[config.mk]
export PLATFORM = sky130hd
export DESIGN_NAME = two_band_link_arbiter
export DESIGN_NICKNAME = d
export VERILOG_FILES = /design/src/rtl/tbla_pkg.sv /design/src/rtl/tbla_ram.sv /design/src/rtl/two_band_link_arbiter.sv
export SDC_FILE = /design/constraint.sdc
export NUM_CORES = 2
export LEC_CHECK = 0
export ABC_CLOCK_PERIOD_IN_PS = 9550
export BUFFER_PORTS_ARGS = -buffer_cell sky130_fd_sc_hd__buf_4
export CAP_MARGIN = 20
export CORE_UTILIZATION = 40
export DETAILED_ROUTE_END_ITERATION = 6
export HOLD_SLACK_MARGIN = 0.08
export SETUP_SLACK_MARGIN = 0.3
export SKIP_LAST_GASP = 1
export SYNTH_ARGS = -nofsm -noshare
export SYNTH_HDL_FRONTEND = slang
export SYNTH_SLANG_ARGS = --single-unit
[constraint.sdc]
create_clock -name clk -period 9.55 [get_ports clk]
set_clock_uncertainty 0.2 [all_clocks]
set_input_delay 2.865 -clock clk [delete_from_list [all_inputs] [get_ports clk]]
set_output_delay 2.865 -clock clk [all_outputs]
set_load 0.01 [all_outputs]
[src/rtl/tbla_pkg.sv]
// ----------------------------------------------------------------------------
// Two-band link arbiter: package
// Widths, codes, request and result types, queue pointer helpers.
// ----------------------------------------------------------------------------
package tbla_pkg;

  localparam int QUEUE_DEPTH = 16;
  localparam int QA_W        = $clog2(QUEUE_DEPTH);
  localparam int QC_W        = $clog2(QUEUE_DEPTH + 1);

  localparam int TAG_W     = 16;
  localparam int SIZE_W    = 32;
  localparam int TIME_W    = 48;
  localparam int CFG_W     = 32;
  localparam int CFG_IDX_W = 2;
  localparam int RATIO_W   = 9;
  localparam int SCALE_W   = 12;
  localparam int FACT_W    = RATIO_W + SCALE_W;
  localparam int FACT_DIG  = (FACT_W + 1) / 2;
  localparam int MR_W      = 2 * FACT_DIG;
  localparam int MAC_W     = SIZE_W + FACT_W;
  localparam int FRAC_W    = 8;
  localparam int CNT_W     = $clog2(SIZE_W);

  localparam logic [TIME_W-1:0]  TIME_MAX  = {TIME_W{1'b1}};
  localparam logic [SIZE_W-1:0]  CAP_RST   = SIZE_W'(1);
  localparam logic [SIZE_W-1:0]  SMALL_RST = SIZE_W'(1024);
  localparam logic [RATIO_W-1:0] RATIO_RST = '0;
  localparam logic [SCALE_W-1:0] SCALE_RST = SCALE_W'(1);

  localparam logic [1:0] MODE_SEIZE_TO_MASTER     = 2'd0;
  localparam logic [1:0] MODE_SEIZE_FROM_MASTER   = 2'd1;
  localparam logic [1:0] MODE_RELEASE_TO_MASTER   = 2'd2;
  localparam logic [1:0] MODE_RELEASE_FROM_MASTER = 2'd3;

  localparam logic [1:0] KIND_GRANT      = 2'd0;
  localparam logic [1:0] KIND_FWD_MASTER = 2'd1;
  localparam logic [1:0] KIND_FWD_WORKER = 2'd2;
  localparam logic [1:0] KIND_DROPPED    = 2'd3;

  localparam logic [CFG_IDX_W-1:0] CFG_CAPACITY    = 2'd0;
  localparam logic [CFG_IDX_W-1:0] CFG_SMALL_LIMIT = 2'd1;
  localparam logic [CFG_IDX_W-1:0] CFG_DELAY_RATIO = 2'd2;
  localparam logic [CFG_IDX_W-1:0] CFG_UNIT_SCALE  = 2'd3;

  typedef struct packed {
    logic [1:0]        mode;
    logic [TAG_W-1:0]  request_tag;
    logic [SIZE_W-1:0] transfer_size;
    logic [TIME_W-1:0] event_time;
  } in_item_t;

  typedef struct packed {
    logic [1:0]        result_kind;
    logic [TAG_W-1:0]  out_tag;
    logic [SIZE_W-1:0] out_size;
    logic              toward_master;
    logic [TIME_W-1:0] out_time;
    logic              last_result;
  } out_item_t;

  typedef struct packed {
    logic [TAG_W-1:0]  tag;
    logic [SIZE_W-1:0] size;
    logic              to_master;
  } slot_t;

  localparam int SLOT_W = $bits(slot_t);

  typedef enum logic [2:0] {
    ST_IDLE,
    ST_DECODE,
    ST_LOAD,
    ST_DIV,
    ST_PREP,
    ST_MUL,
    ST_ADD
  } state_t;

  localparam logic [QA_W:0] DEPTH_V = (QA_W + 1)'(QUEUE_DEPTH);

  function automatic logic [QA_W-1:0] q_tail(input logic [QA_W-1:0] head,
                                             input logic [QC_W-1:0] cnt);
    logic [QA_W:0] s;
    s = {1'b0, head} + (QA_W + 1)'(cnt);
    if (s >= DEPTH_V) begin
      s = s - DEPTH_V;
    end
    return s[QA_W-1:0];
  endfunction

  function automatic logic [QA_W-1:0] q_next(input logic [QA_W-1:0] head);
    logic [QA_W:0] s;
    s = {1'b0, head} + (QA_W + 1)'(1);
    if (s >= DEPTH_V) begin
      s = '0;
    end
    return s[QA_W-1:0];
  endfunction

endpackage

[src/rtl/tbla_ram.sv]
// ----------------------------------------------------------------------------
// Two-band link arbiter: generic RAM
// One write port, one read port with registered read data.
// ----------------------------------------------------------------------------
module tbla_ram #(
  parameter int WIDTH = 8,
  parameter int DEPTH = 16
) (
  input  logic                     clk,
  input  logic                     we,
  input  logic [$clog2(DEPTH)-1:0] waddr,
  input  logic [WIDTH-1:0]         wdata,
  input  logic [$clog2(DEPTH)-1:0] raddr,
  output logic [WIDTH-1:0]         rdata
);

  logic [WIDTH-1:0] mem_r [DEPTH];
  logic [WIDTH-1:0] rdata_r;

  always_ff @(posedge clk) begin
    if (we) begin
      mem_r[waddr] <= wdata;
    end
    rdata_r <= mem_r[raddr];
  end

  assign rdata = rdata_r;

endmodule

[src/rtl/two_band_link_arbiter.sv]
// ----------------------------------------------------------------------------
// Two-band link arbiter
// Single-transfer link with high and low priority FIFOs for waiting seizes.
// ----------------------------------------------------------------------------
// A request is taken when start is high and busy is low. Each result is shown
// on out_data for exactly one cycle with out_strobe high and cannot be held
// off, so the receiver must take it then; last_result marks the final result
// of a request. A seize that is queued or dropped, or a release with nothing
// waiting, keeps busy high only while it is decoded. A grant passes from accept
// to result through decode (and load, when it follows a release, whose forward
// result comes out first), the bit-serial divider for size / capacity, one
// quotient bit per cycle, prep, the radix-4 serial multiplier for the extra
// delay, and the final add. Configuration writes take effect on the next cycle.
module two_band_link_arbiter (
  input  logic                                clk,
  input  logic                                rst_n,
  input  logic                                start,
  output logic                                busy,
  input  tbla_pkg::in_item_t                  in_data,
  output logic                                out_strobe,
  output tbla_pkg::out_item_t                 out_data,
  input  logic                                cfg_we,
  input  logic [tbla_pkg::CFG_IDX_W-1:0]      cfg_index,
  input  logic [tbla_pkg::CFG_W-1:0]          cfg_data
);

  import tbla_pkg::*;

  state_t state_r, state_nxt;

  logic [SIZE_W-1:0]  cap_r;
  logic [SIZE_W-1:0]  small_r;
  logic [RATIO_W-1:0] ratio_r;
  logic [SCALE_W-1:0] scale_r;

  in_item_t item_r, item_nxt;

  logic            link_busy_r, link_busy_nxt;
  logic [QA_W-1:0] hi_head_r, hi_head_nxt, lo_head_r, lo_head_nxt;
  logic [QC_W-1:0] hi_cnt_r, hi_cnt_nxt, lo_cnt_r, lo_cnt_nxt;
  logic            pop_hi_r, pop_hi_nxt;

  slot_t             grant_r, grant_nxt;
  logic [SIZE_W-1:0] rem_r, rem_nxt;
  logic [SIZE_W-1:0] dq_r, dq_nxt;
  logic [CNT_W-1:0]  cnt_r, cnt_nxt;
  logic [SIZE_W+1:0] b3_r, b3_nxt;
  logic [MR_W-1:0]   mr_r, mr_nxt;
  logic [MAC_W-1:0]  acc_r, acc_nxt;
  logic [TIME_W:0]   t_r, t_nxt;

  logic      out_strobe_r, out_strobe_nxt;
  out_item_t out_data_r, out_data_nxt;

  logic            hi_we, lo_we;
  logic [QA_W-1:0] hi_waddr, lo_waddr;
  slot_t           hi_rdata, lo_rdata, new_slot, pop_slot;

  logic [SIZE_W-1:0] cap_eff;
  logic [SIZE_W+1:0] diff;
  logic              ge;
  logic [SIZE_W+1:0] addend;
  logic [TIME_W+1:0] sum;

  tbla_ram #(.WIDTH(SLOT_W), .DEPTH(QUEUE_DEPTH)) u_hi_ram (
    .clk   (clk),
    .we    (hi_we),
    .waddr (hi_waddr),
    .wdata (new_slot),
    .raddr (hi_head_r),
    .rdata (hi_rdata)
  );

  tbla_ram #(.WIDTH(SLOT_W), .DEPTH(QUEUE_DEPTH)) u_lo_ram (
    .clk   (clk),
    .we    (lo_we),
    .waddr (lo_waddr),
    .wdata (new_slot),
    .raddr (lo_head_r),
    .rdata (lo_rdata)
  );

  always_ff @(posedge clk) begin
    if (!rst_n) begin
      cap_r   <= CAP_RST;
      small_r <= SMALL_RST;
      ratio_r <= RATIO_RST;
      scale_r <= SCALE_RST;
    end else if (cfg_we) begin
      case (cfg_index)
        CFG_CAPACITY:    cap_r   <= cfg_data;
        CFG_SMALL_LIMIT: small_r <= cfg_data;
        CFG_DELAY_RATIO: ratio_r <= cfg_data[RATIO_W-1:0];
        CFG_UNIT_SCALE:  scale_r <= cfg_data[SCALE_W-1:0];
        default: ;
      endcase
    end
  end

  always_ff @(posedge clk) begin
    if (!rst_n) begin
      state_r      <= ST_IDLE;
      link_busy_r  <= 1'b0;
      hi_head_r    <= '0;
      hi_cnt_r     <= '0;
      lo_head_r    <= '0;
      lo_cnt_r     <= '0;
      out_strobe_r <= 1'b0;
    end else begin
      state_r      <= state_nxt;
      link_busy_r  <= link_busy_nxt;
      hi_head_r    <= hi_head_nxt;
      hi_cnt_r     <= hi_cnt_nxt;
      lo_head_r    <= lo_head_nxt;
      lo_cnt_r     <= lo_cnt_nxt;
      out_strobe_r <= out_strobe_nxt;
    end
  end

  always_ff @(posedge clk) begin
    item_r     <= item_nxt;
    pop_hi_r   <= pop_hi_nxt;
    grant_r    <= grant_nxt;
    rem_r      <= rem_nxt;
    dq_r       <= dq_nxt;
    cnt_r      <= cnt_nxt;
    b3_r       <= b3_nxt;
    mr_r       <= mr_nxt;
    acc_r      <= acc_nxt;
    t_r        <= t_nxt;
    out_data_r <= out_data_nxt;
  end

  // serial datapath terms
  always_comb begin
    cap_eff = (cap_r == '0) ? SIZE_W'(1) : cap_r;
    diff    = {1'b0, rem_r, dq_r[SIZE_W-1]} - {2'b00, cap_eff};
    ge      = !diff[SIZE_W+1];
    case (mr_r[MR_W-1:MR_W-2])
      2'd0:    addend = '0;
      2'd1:    addend = (SIZE_W + 2)'(dq_r);
      2'd2:    addend = {1'b0, dq_r, 1'b0};
      default: addend = b3_r;
    endcase
    sum = {1'b0, t_r} + (TIME_W + 2)'(acc_r[MAC_W-1:FRAC_W]);
  end

  always_comb begin
    state_nxt      = state_r;
    item_nxt       = item_r;
    link_busy_nxt  = link_busy_r;
    hi_head_nxt    = hi_head_r;
    hi_cnt_nxt     = hi_cnt_r;
    lo_head_nxt    = lo_head_r;
    lo_cnt_nxt     = lo_cnt_r;
    pop_hi_nxt     = pop_hi_r;
    grant_nxt      = grant_r;
    rem_nxt        = rem_r;
    dq_nxt         = dq_r;
    cnt_nxt        = cnt_r;
    b3_nxt         = b3_r;
    mr_nxt         = mr_r;
    acc_nxt        = acc_r;
    t_nxt          = t_r;
    out_strobe_nxt = 1'b0;
    out_data_nxt   = out_data_r;
    hi_we          = 1'b0;
    lo_we          = 1'b0;
    hi_waddr       = q_tail(hi_head_r, hi_cnt_r);
    lo_waddr       = q_tail(lo_head_r, lo_cnt_r);
    new_slot.tag       = item_r.request_tag;
    new_slot.size      = item_r.transfer_size;
    new_slot.to_master = (item_r.mode == MODE_SEIZE_TO_MASTER);
    pop_slot       = pop_hi_r ? hi_rdata : lo_rdata;

    case (state_r)
      ST_IDLE: begin
        if (start) begin
          item_nxt  = in_data;
          state_nxt = ST_DECODE;
        end
      end

      ST_DECODE: begin
        if (item_r.mode == MODE_SEIZE_TO_MASTER || item_r.mode == MODE_SEIZE_FROM_MASTER) begin
          if (!link_busy_r) begin
            link_busy_nxt = 1'b1;
            grant_nxt     = new_slot;
            dq_nxt        = new_slot.size;
            rem_nxt       = '0;
            cnt_nxt       = '0;
            state_nxt     = ST_DIV;
          end else begin
            state_nxt = ST_IDLE;
            if ((item_r.transfer_size <= small_r && hi_cnt_r == QC_W'(QUEUE_DEPTH)) ||
                (item_r.transfer_size >  small_r && lo_cnt_r == QC_W'(QUEUE_DEPTH))) begin
              out_strobe_nxt             = 1'b1;
              out_data_nxt.result_kind   = KIND_DROPPED;
              out_data_nxt.out_tag       = new_slot.tag;
              out_data_nxt.out_size      = new_slot.size;
              out_data_nxt.toward_master = new_slot.to_master;
              out_data_nxt.out_time      = item_r.event_time;
              out_data_nxt.last_result   = 1'b1;
            end else if (item_r.transfer_size <= small_r) begin
              hi_we      = 1'b1;
              hi_cnt_nxt = hi_cnt_r + QC_W'(1);
            end else begin
              lo_we      = 1'b1;
              lo_cnt_nxt = lo_cnt_r + QC_W'(1);
            end
          end
        end else begin
          // release: forward now, head request read from the RAM meanwhile
          out_strobe_nxt             = 1'b1;
          out_data_nxt.result_kind   = (item_r.mode == MODE_RELEASE_TO_MASTER) ?
                                       KIND_FWD_MASTER : KIND_FWD_WORKER;
          out_data_nxt.out_tag       = item_r.request_tag;
          out_data_nxt.out_size      = item_r.transfer_size;
          out_data_nxt.toward_master = (item_r.mode == MODE_RELEASE_TO_MASTER);
          out_data_nxt.out_time      = item_r.event_time;
          out_data_nxt.last_result   = (hi_cnt_r == '0) && (lo_cnt_r == '0);
          if (hi_cnt_r != '0) begin
            pop_hi_nxt    = 1'b1;
            hi_head_nxt   = q_next(hi_head_r);
            hi_cnt_nxt    = hi_cnt_r - QC_W'(1);
            link_busy_nxt = 1'b1;
            state_nxt     = ST_LOAD;
          end else if (lo_cnt_r != '0) begin
            pop_hi_nxt    = 1'b0;
            lo_head_nxt   = q_next(lo_head_r);
            lo_cnt_nxt    = lo_cnt_r - QC_W'(1);
            link_busy_nxt = 1'b1;
            state_nxt     = ST_LOAD;
          end else begin
            link_busy_nxt = 1'b0;
            state_nxt     = ST_IDLE;
          end
        end
      end

      ST_LOAD: begin
        grant_nxt = pop_slot;
        dq_nxt    = pop_slot.size;
        rem_nxt   = '0;
        cnt_nxt   = '0;
        state_nxt = ST_DIV;
      end

      // restoring division, one quotient bit per cycle
      ST_DIV: begin
        rem_nxt = ge ? diff[SIZE_W-1:0] : {rem_r[SIZE_W-2:0], dq_r[SIZE_W-1]};
        dq_nxt  = {dq_r[SIZE_W-2:0], ge};
        cnt_nxt = cnt_r + CNT_W'(1);
        if (cnt_r == CNT_W'(SIZE_W - 1)) begin
          state_nxt = ST_PREP;
        end
      end

      ST_PREP: begin
        b3_nxt    = (SIZE_W + 2)'(dq_r) + {1'b0, dq_r, 1'b0};
        mr_nxt    = MR_W'(FACT_W'(ratio_r) * FACT_W'(scale_r));
        acc_nxt   = '0;
        t_nxt     = (TIME_W + 1)'(item_r.event_time) + (TIME_W + 1)'(dq_r);
        cnt_nxt   = '0;
        state_nxt = ST_MUL;
      end

      // radix-4 shift-and-add, top digit first
      ST_MUL: begin
        acc_nxt = {acc_r[MAC_W-3:0], 2'b00} + MAC_W'(addend);
        mr_nxt  = {mr_r[MR_W-3:0], 2'b00};
        cnt_nxt = cnt_r + CNT_W'(1);
        if (cnt_r == CNT_W'(FACT_DIG - 1)) begin
          state_nxt = ST_ADD;
        end
      end

      ST_ADD: begin
        out_strobe_nxt             = 1'b1;
        out_data_nxt.result_kind   = KIND_GRANT;
        out_data_nxt.out_tag       = grant_r.tag;
        out_data_nxt.out_size      = grant_r.size;
        out_data_nxt.toward_master = grant_r.to_master;
        out_data_nxt.out_time      = (sum[TIME_W+1:TIME_W] != 2'b00) ?
                                     TIME_MAX : sum[TIME_W-1:0];
        out_data_nxt.last_result   = 1'b1;
        state_nxt                  = ST_IDLE;
      end

      default: begin
        state_nxt = ST_IDLE;
      end
    endcase
  end

  assign busy       = (state_r != ST_IDLE);
  assign out_strobe = out_strobe_r;
  assign out_data   = out_data_r;

endmodule

[Yosys cells after proc, flatten, opt, wreduce, memory -nomap -nowiden]
Memories as Yosys holds them, arrays and structs flattened. A register that Yosys moved wholly into a read port is not among the register bits.
Cells that the tools add are included.
Word-level totals
  register bits after elaboration: 583
  bits in writable memories: 1568
  memories: 2
Operators by class
  add/sub/neg operators: 16
  multipliers: 1
  order comparisons: 6
  equality and inequality tests: 29
  mux-type cells: 69
  bitwise logic cells: 2
  reductions and logical operators: 42
Memories
  u_hi_ram.mem_r: words 16, bits a word 49, read ports 1, clocked after memory_dff 1, write ports 1, RTL line tbla_ram.sv:17  | logic [WIDTH-1:0] mem_r [DEPTH];
  u_lo_ram.mem_r: words 16, bits a word 49, read ports 1, clocked after memory_dff 1, write ports 1, RTL line tbla_ram.sv:17
Operators by type and width (number)
  $mux 100: 3
  $pmux 100 s2: 1
  $mux 32: 6
  $pmux 32 s3: 2
  $mux 49: 3
  $pmux 53 s2: 1
  $pmux 34 s3: 1
  $pmux 49 s2: 1
  $mux 5: 13
  $add 53x34->53: 1
  $add 49x45->50: 1
  $add 48x32->49: 1
  $mux 48: 1
  $pmux 22 s2: 1
  $add 32x33->34: 1
  $sub 33x32->34: 1
  $gt 32x32->1: 1
  $le 32x32->1: 1
  $logic_not 32->1: 1
  $mul 9x12->21: 1
  $mux 1: 21
  $reduce_and 3->1: 7
  $ge 5x5->1 const B: 4
  $ne 2x2->1 const B: 9
  other kinds (35): 82

[Longest topological paths before layout]
  word-level depth: 9
  depth in mapped cells: 21

[Hierarchy]
A second synthesis with hierarchy kept.
Second synthesis, totals
  cells, all modules: 6284
  area, all modules: 97503.5 µm²
By module, submodules not included
  tbla_ram: instances 2, cells an instance 1268, area each 30336.6 µm², sequential area each 24523.5 µm²
  two_band_link_arbiter: instances 1, cells an instance 3748, area each 36830.3 µm², sequential area each 16425.8 µm²

[Worst setup path before layout]
OpenSTA, ideal clock, no wires.
  path type: input to register
  from: in start
  to: reg item_r[0] (netlist name), enable pin
  data arrival time: 5186 ps
  required time: 8882 ps
  setup slack: 3696 ps
  cell stages on the path: 1
  cells stage by stage: and3_1
On the way
  word-level cells in the longest chain between the ends: 1
RTL lines
  from (decl): RTL line two_band_link_arbiter.sv:17  | input logic start,
  $reduce_and 2->1 (no source line)
  to (signal assigned): RTL line two_band_link_arbiter.sv:121  | item_r <= item_nxt;
  to (decl): RTL line two_band_link_arbiter.sv:36  | in_item_t item_r, item_nxt;
Every way passes these cells.
A chain may end at the register's enable or synchronous reset.

[Final worst setup path]
  from: reg state_r[0]
  to: out busy
On the way
  word-level cells in the longest chain between the ends: 1
RTL lines
  from (decl): RTL line two_band_link_arbiter.sv:29  | state_t state_r, state_nxt;
  from (signal assigned): RTL line two_band_link_arbiter.sv:110  | state_r <= state_nxt;
  $reduce_bool 3->1: RTL line two_band_link_arbiter.sv:296  | assign busy = (state_r != ST_IDLE);
  to (decl): RTL line two_band_link_arbiter.sv:18  | output logic busy,
Every way passes these cells.

==> metrics.cfg <==
[outcome]
outcome = completed

[synth]
synth.area.top_cells = edfxtp_1, mux4_2, dfxtp_1
ys.flop_type = edfxtp_1
syn_nets = 6541
yosysSeqAreaShare = 0.670
synth_top_cell_by_area = edfxtp_1
synth_warnings = 0
yosysMostFrequentCell = edfxtp_1
synth_common_cells = edfxtp_1, nand2_1, mux4_2
syn-cell-area_mm2 = 0.0978
synth-edff-count = 2043
synth_top_area_frac = 0.627
synth_area_per_cell_um2 = 16.1
netlist_instances = 6061
yosysUniqueCellTypes = 83
synth_seq_cells = 2249
async_flop_share = 0

[sta]
fin_crit_sh = 0.607
layout_min_cycle_time_ns = 5.80
worst_slew_pin_slew_ns = 1.14
tns_ns = 0
holdWs_ns = 0.270
slew_violations = 0
setup_viol = 0
final-hold-violation-count = 0
clock.fmax_mhz = 173
max-slew-margin-rel = 0.240
grt_setup_unrepaired = no

[routing]
drc_errors = 0
wl_um = 254000
drtIter0Drc = 5080
vias = 54600
avgViaCountPerCell = 5.56
post_drt_wl_per_cell_um = 25.9
ant_nets = 0
dr.pass1.iters = 5

[worst_setup_path]
reg2reg_slack_ns = 3.94
worst_ep_arrival_time_ns = 2.73
start_kind = register
path_class = register to output port
crit_path_max_fanout = 76
required_ns = 6.49
cp-end-kind = output port

[placed_design]
gp_congestion = 0.879
hpwl_um = 159000
place.port_buffers = 237
placed_area_mm2 = 0.104
placed_cells = 9350

[clocking]
clk_path_buf_depth = 3
cts_hold_buf = 0
cts_resized = 0
clock-sinks = 2249
cts_tree = done
cts_buffers = 229
clock-root-buffer = clkbuf_16
post-cts-setup-buffers = 0
clkTransAtPathRegs_ns = 0.06
h-tree-depth = 4
clock_latency_ns = 0.87

[global_route]
grt_use_met3 = 0.0357
grt_antenna_before_repair = 22
grtUsageTotal = 0.206
grt-busiest-layer = met2
use_met2 = 0.340
grt_first_pass_wirelength_um = 371000
grt_max_degree = 102
grt_pass1_vias = 55200
grt_use_met1 = 0.279
grt-ovfl-total = 0

[final_layout]
fin_area_mm2 = 0.112
area_growth_syn_to_layout_pct = 14.4
instances_no_fill = 9809
multi_input_area_mm2 = 0.0307
drive_gt1_frac = 0.201
nets = 6873
nFillCells = 20800
ff_latch_area_mm2 = 0.0655

[die]
ios = 238
die_height_um = 496
core-area_mm2 = 0.243
start_util = 0.402
die_w_um = 496
fp-row-count = 181
die-area_mm2 = 0.246

[pwr]
pwr_density_cell_mw_per_mm2 = 203
ir_drop_mv = 0.199
leakagePower_nw = 37.9
fin_total_pwr_w = 0.0227

[flow_run]
maxCapViolCount = 0

[hold_path]
hp-class = register to register

## final cells by class
| class | count | share of cell area |
|---|---|---|
| Antenna cell | 7 | 0.000157 |
| Clock buffer | 289 | 0.0560 |
| Clock inverter | 149 | 0.0128 |
| Inverter | 227 | 0.00762 |
| Multi-Input combinational cell | 3321 | 0.275 |
| Sequential cell | 2249 | 0.586 |
| Tap cell | 3202 | 0.0358 |
| Timing Repair Buffer | 365 | 0.0268 |
## per-layer routing
metal  up-vias  share of wire  wire, um
met5         -        0.00027        69
met4        10          0.024      6180
met3       330          0.068     17400
met2      1745           0.48    123000
met1     28400           0.42    107000
li1      24100              -         -
## power breakdown
part / leakage, nW / switching, W / internal (W)
clock: 3.75 / 0.00387 / 0.00522
sequential: 20.2 / 0.000241 / 0.0112
combinational: 13.9 / 0.00133 / 0.000844
total: 37.9 / 0.00544 / 0.0172
## registers in the layout (all words and copies together) (netlist names), 53 cells and up
| signal | flops |
|---|---|
| u_hi_ram.mem_r | 784 |
| u_lo_ram.mem_r | 784 |
| out_data | 100 |
| item_r | 98 |
| acc_r | 53 |
## worst max-delay path: stages, from the launching register on
cell and delay [ns]:
dfxtp_4 0.92, clkinv_1 0.52, nand2_1 0.24, buf_4 0.18
## worst paths after layout
kind                     from                     end  cells after the start
hold / removal    small_r[25]             small_r[25]                      2
setup reg to reg   item_r[69]  u_hi_ram.mem_r[15][18]                      8
hold reg to reg   small_r[25]             small_r[25]                      2
setup / recovery   state_r[0]                    busy                      3
## cell usage in the layout (no fill, tap or decap), types with 31 or more instances in the layout
| master | instances |
|---|---|
| clkbuf_1 | 37 |
| nor2_4 | 36 |
| a22o_1 | 36 |
| and3_1 | 37 |
| clkbuf_16 | 236 |
| inv_1 | 224 |
| nor2_1 | 325 |
| nor3_1 | 35 |
| nand2_1 | 532 |
| xor2_1 | 82 |
| mux2i_1 | 85 |
| a21oi_1 | 274 |
| a31oi_1 | 53 |
| clkinv_2 | 47 |
| buf_4 | 349 |
| nand4_1 | 40 |
| mux4_2 | 490 |
| edfxtp_1 | 2043 |
| xnor2_1 | 130 |
| and2_1 | 80 |
| fa_1 | 80 |
| mux2_2 | 31 |
| clkinv_1 | 50 |
| dfxtp_1 | 197 |
| a21o_1 | 103 |
| o21ai_0 | 130 |
| ha_1 | 264 |
| a21boi_0 | 97 |
| nor2b_1 | 34 |
| nand3_1 | 63 |
## cells by family after synthesis
family,Yosys count,synth area share
DFF,2249,0.670
muxes,606,0.125
adders and majority gates,344,0.0502
xor gates and xnor gates,212,0.0190
buffers and inverters,491,0.0191
and+or+nand+nor,1285,0.0586
AOI/OAI and AO/OA,874,0.0583
## through the flow
stage	setup WS (ns)	utilization
2_1_floorplan	3.70	-
3_3_place_gp	3.96	0.427
3_5_place_dp	3.87	0.427
4_1_cts	3.68	0.459
5_1_grt	3.54	0.460
6_report	3.75	0.460
Power figures use the tool's default switching activity.
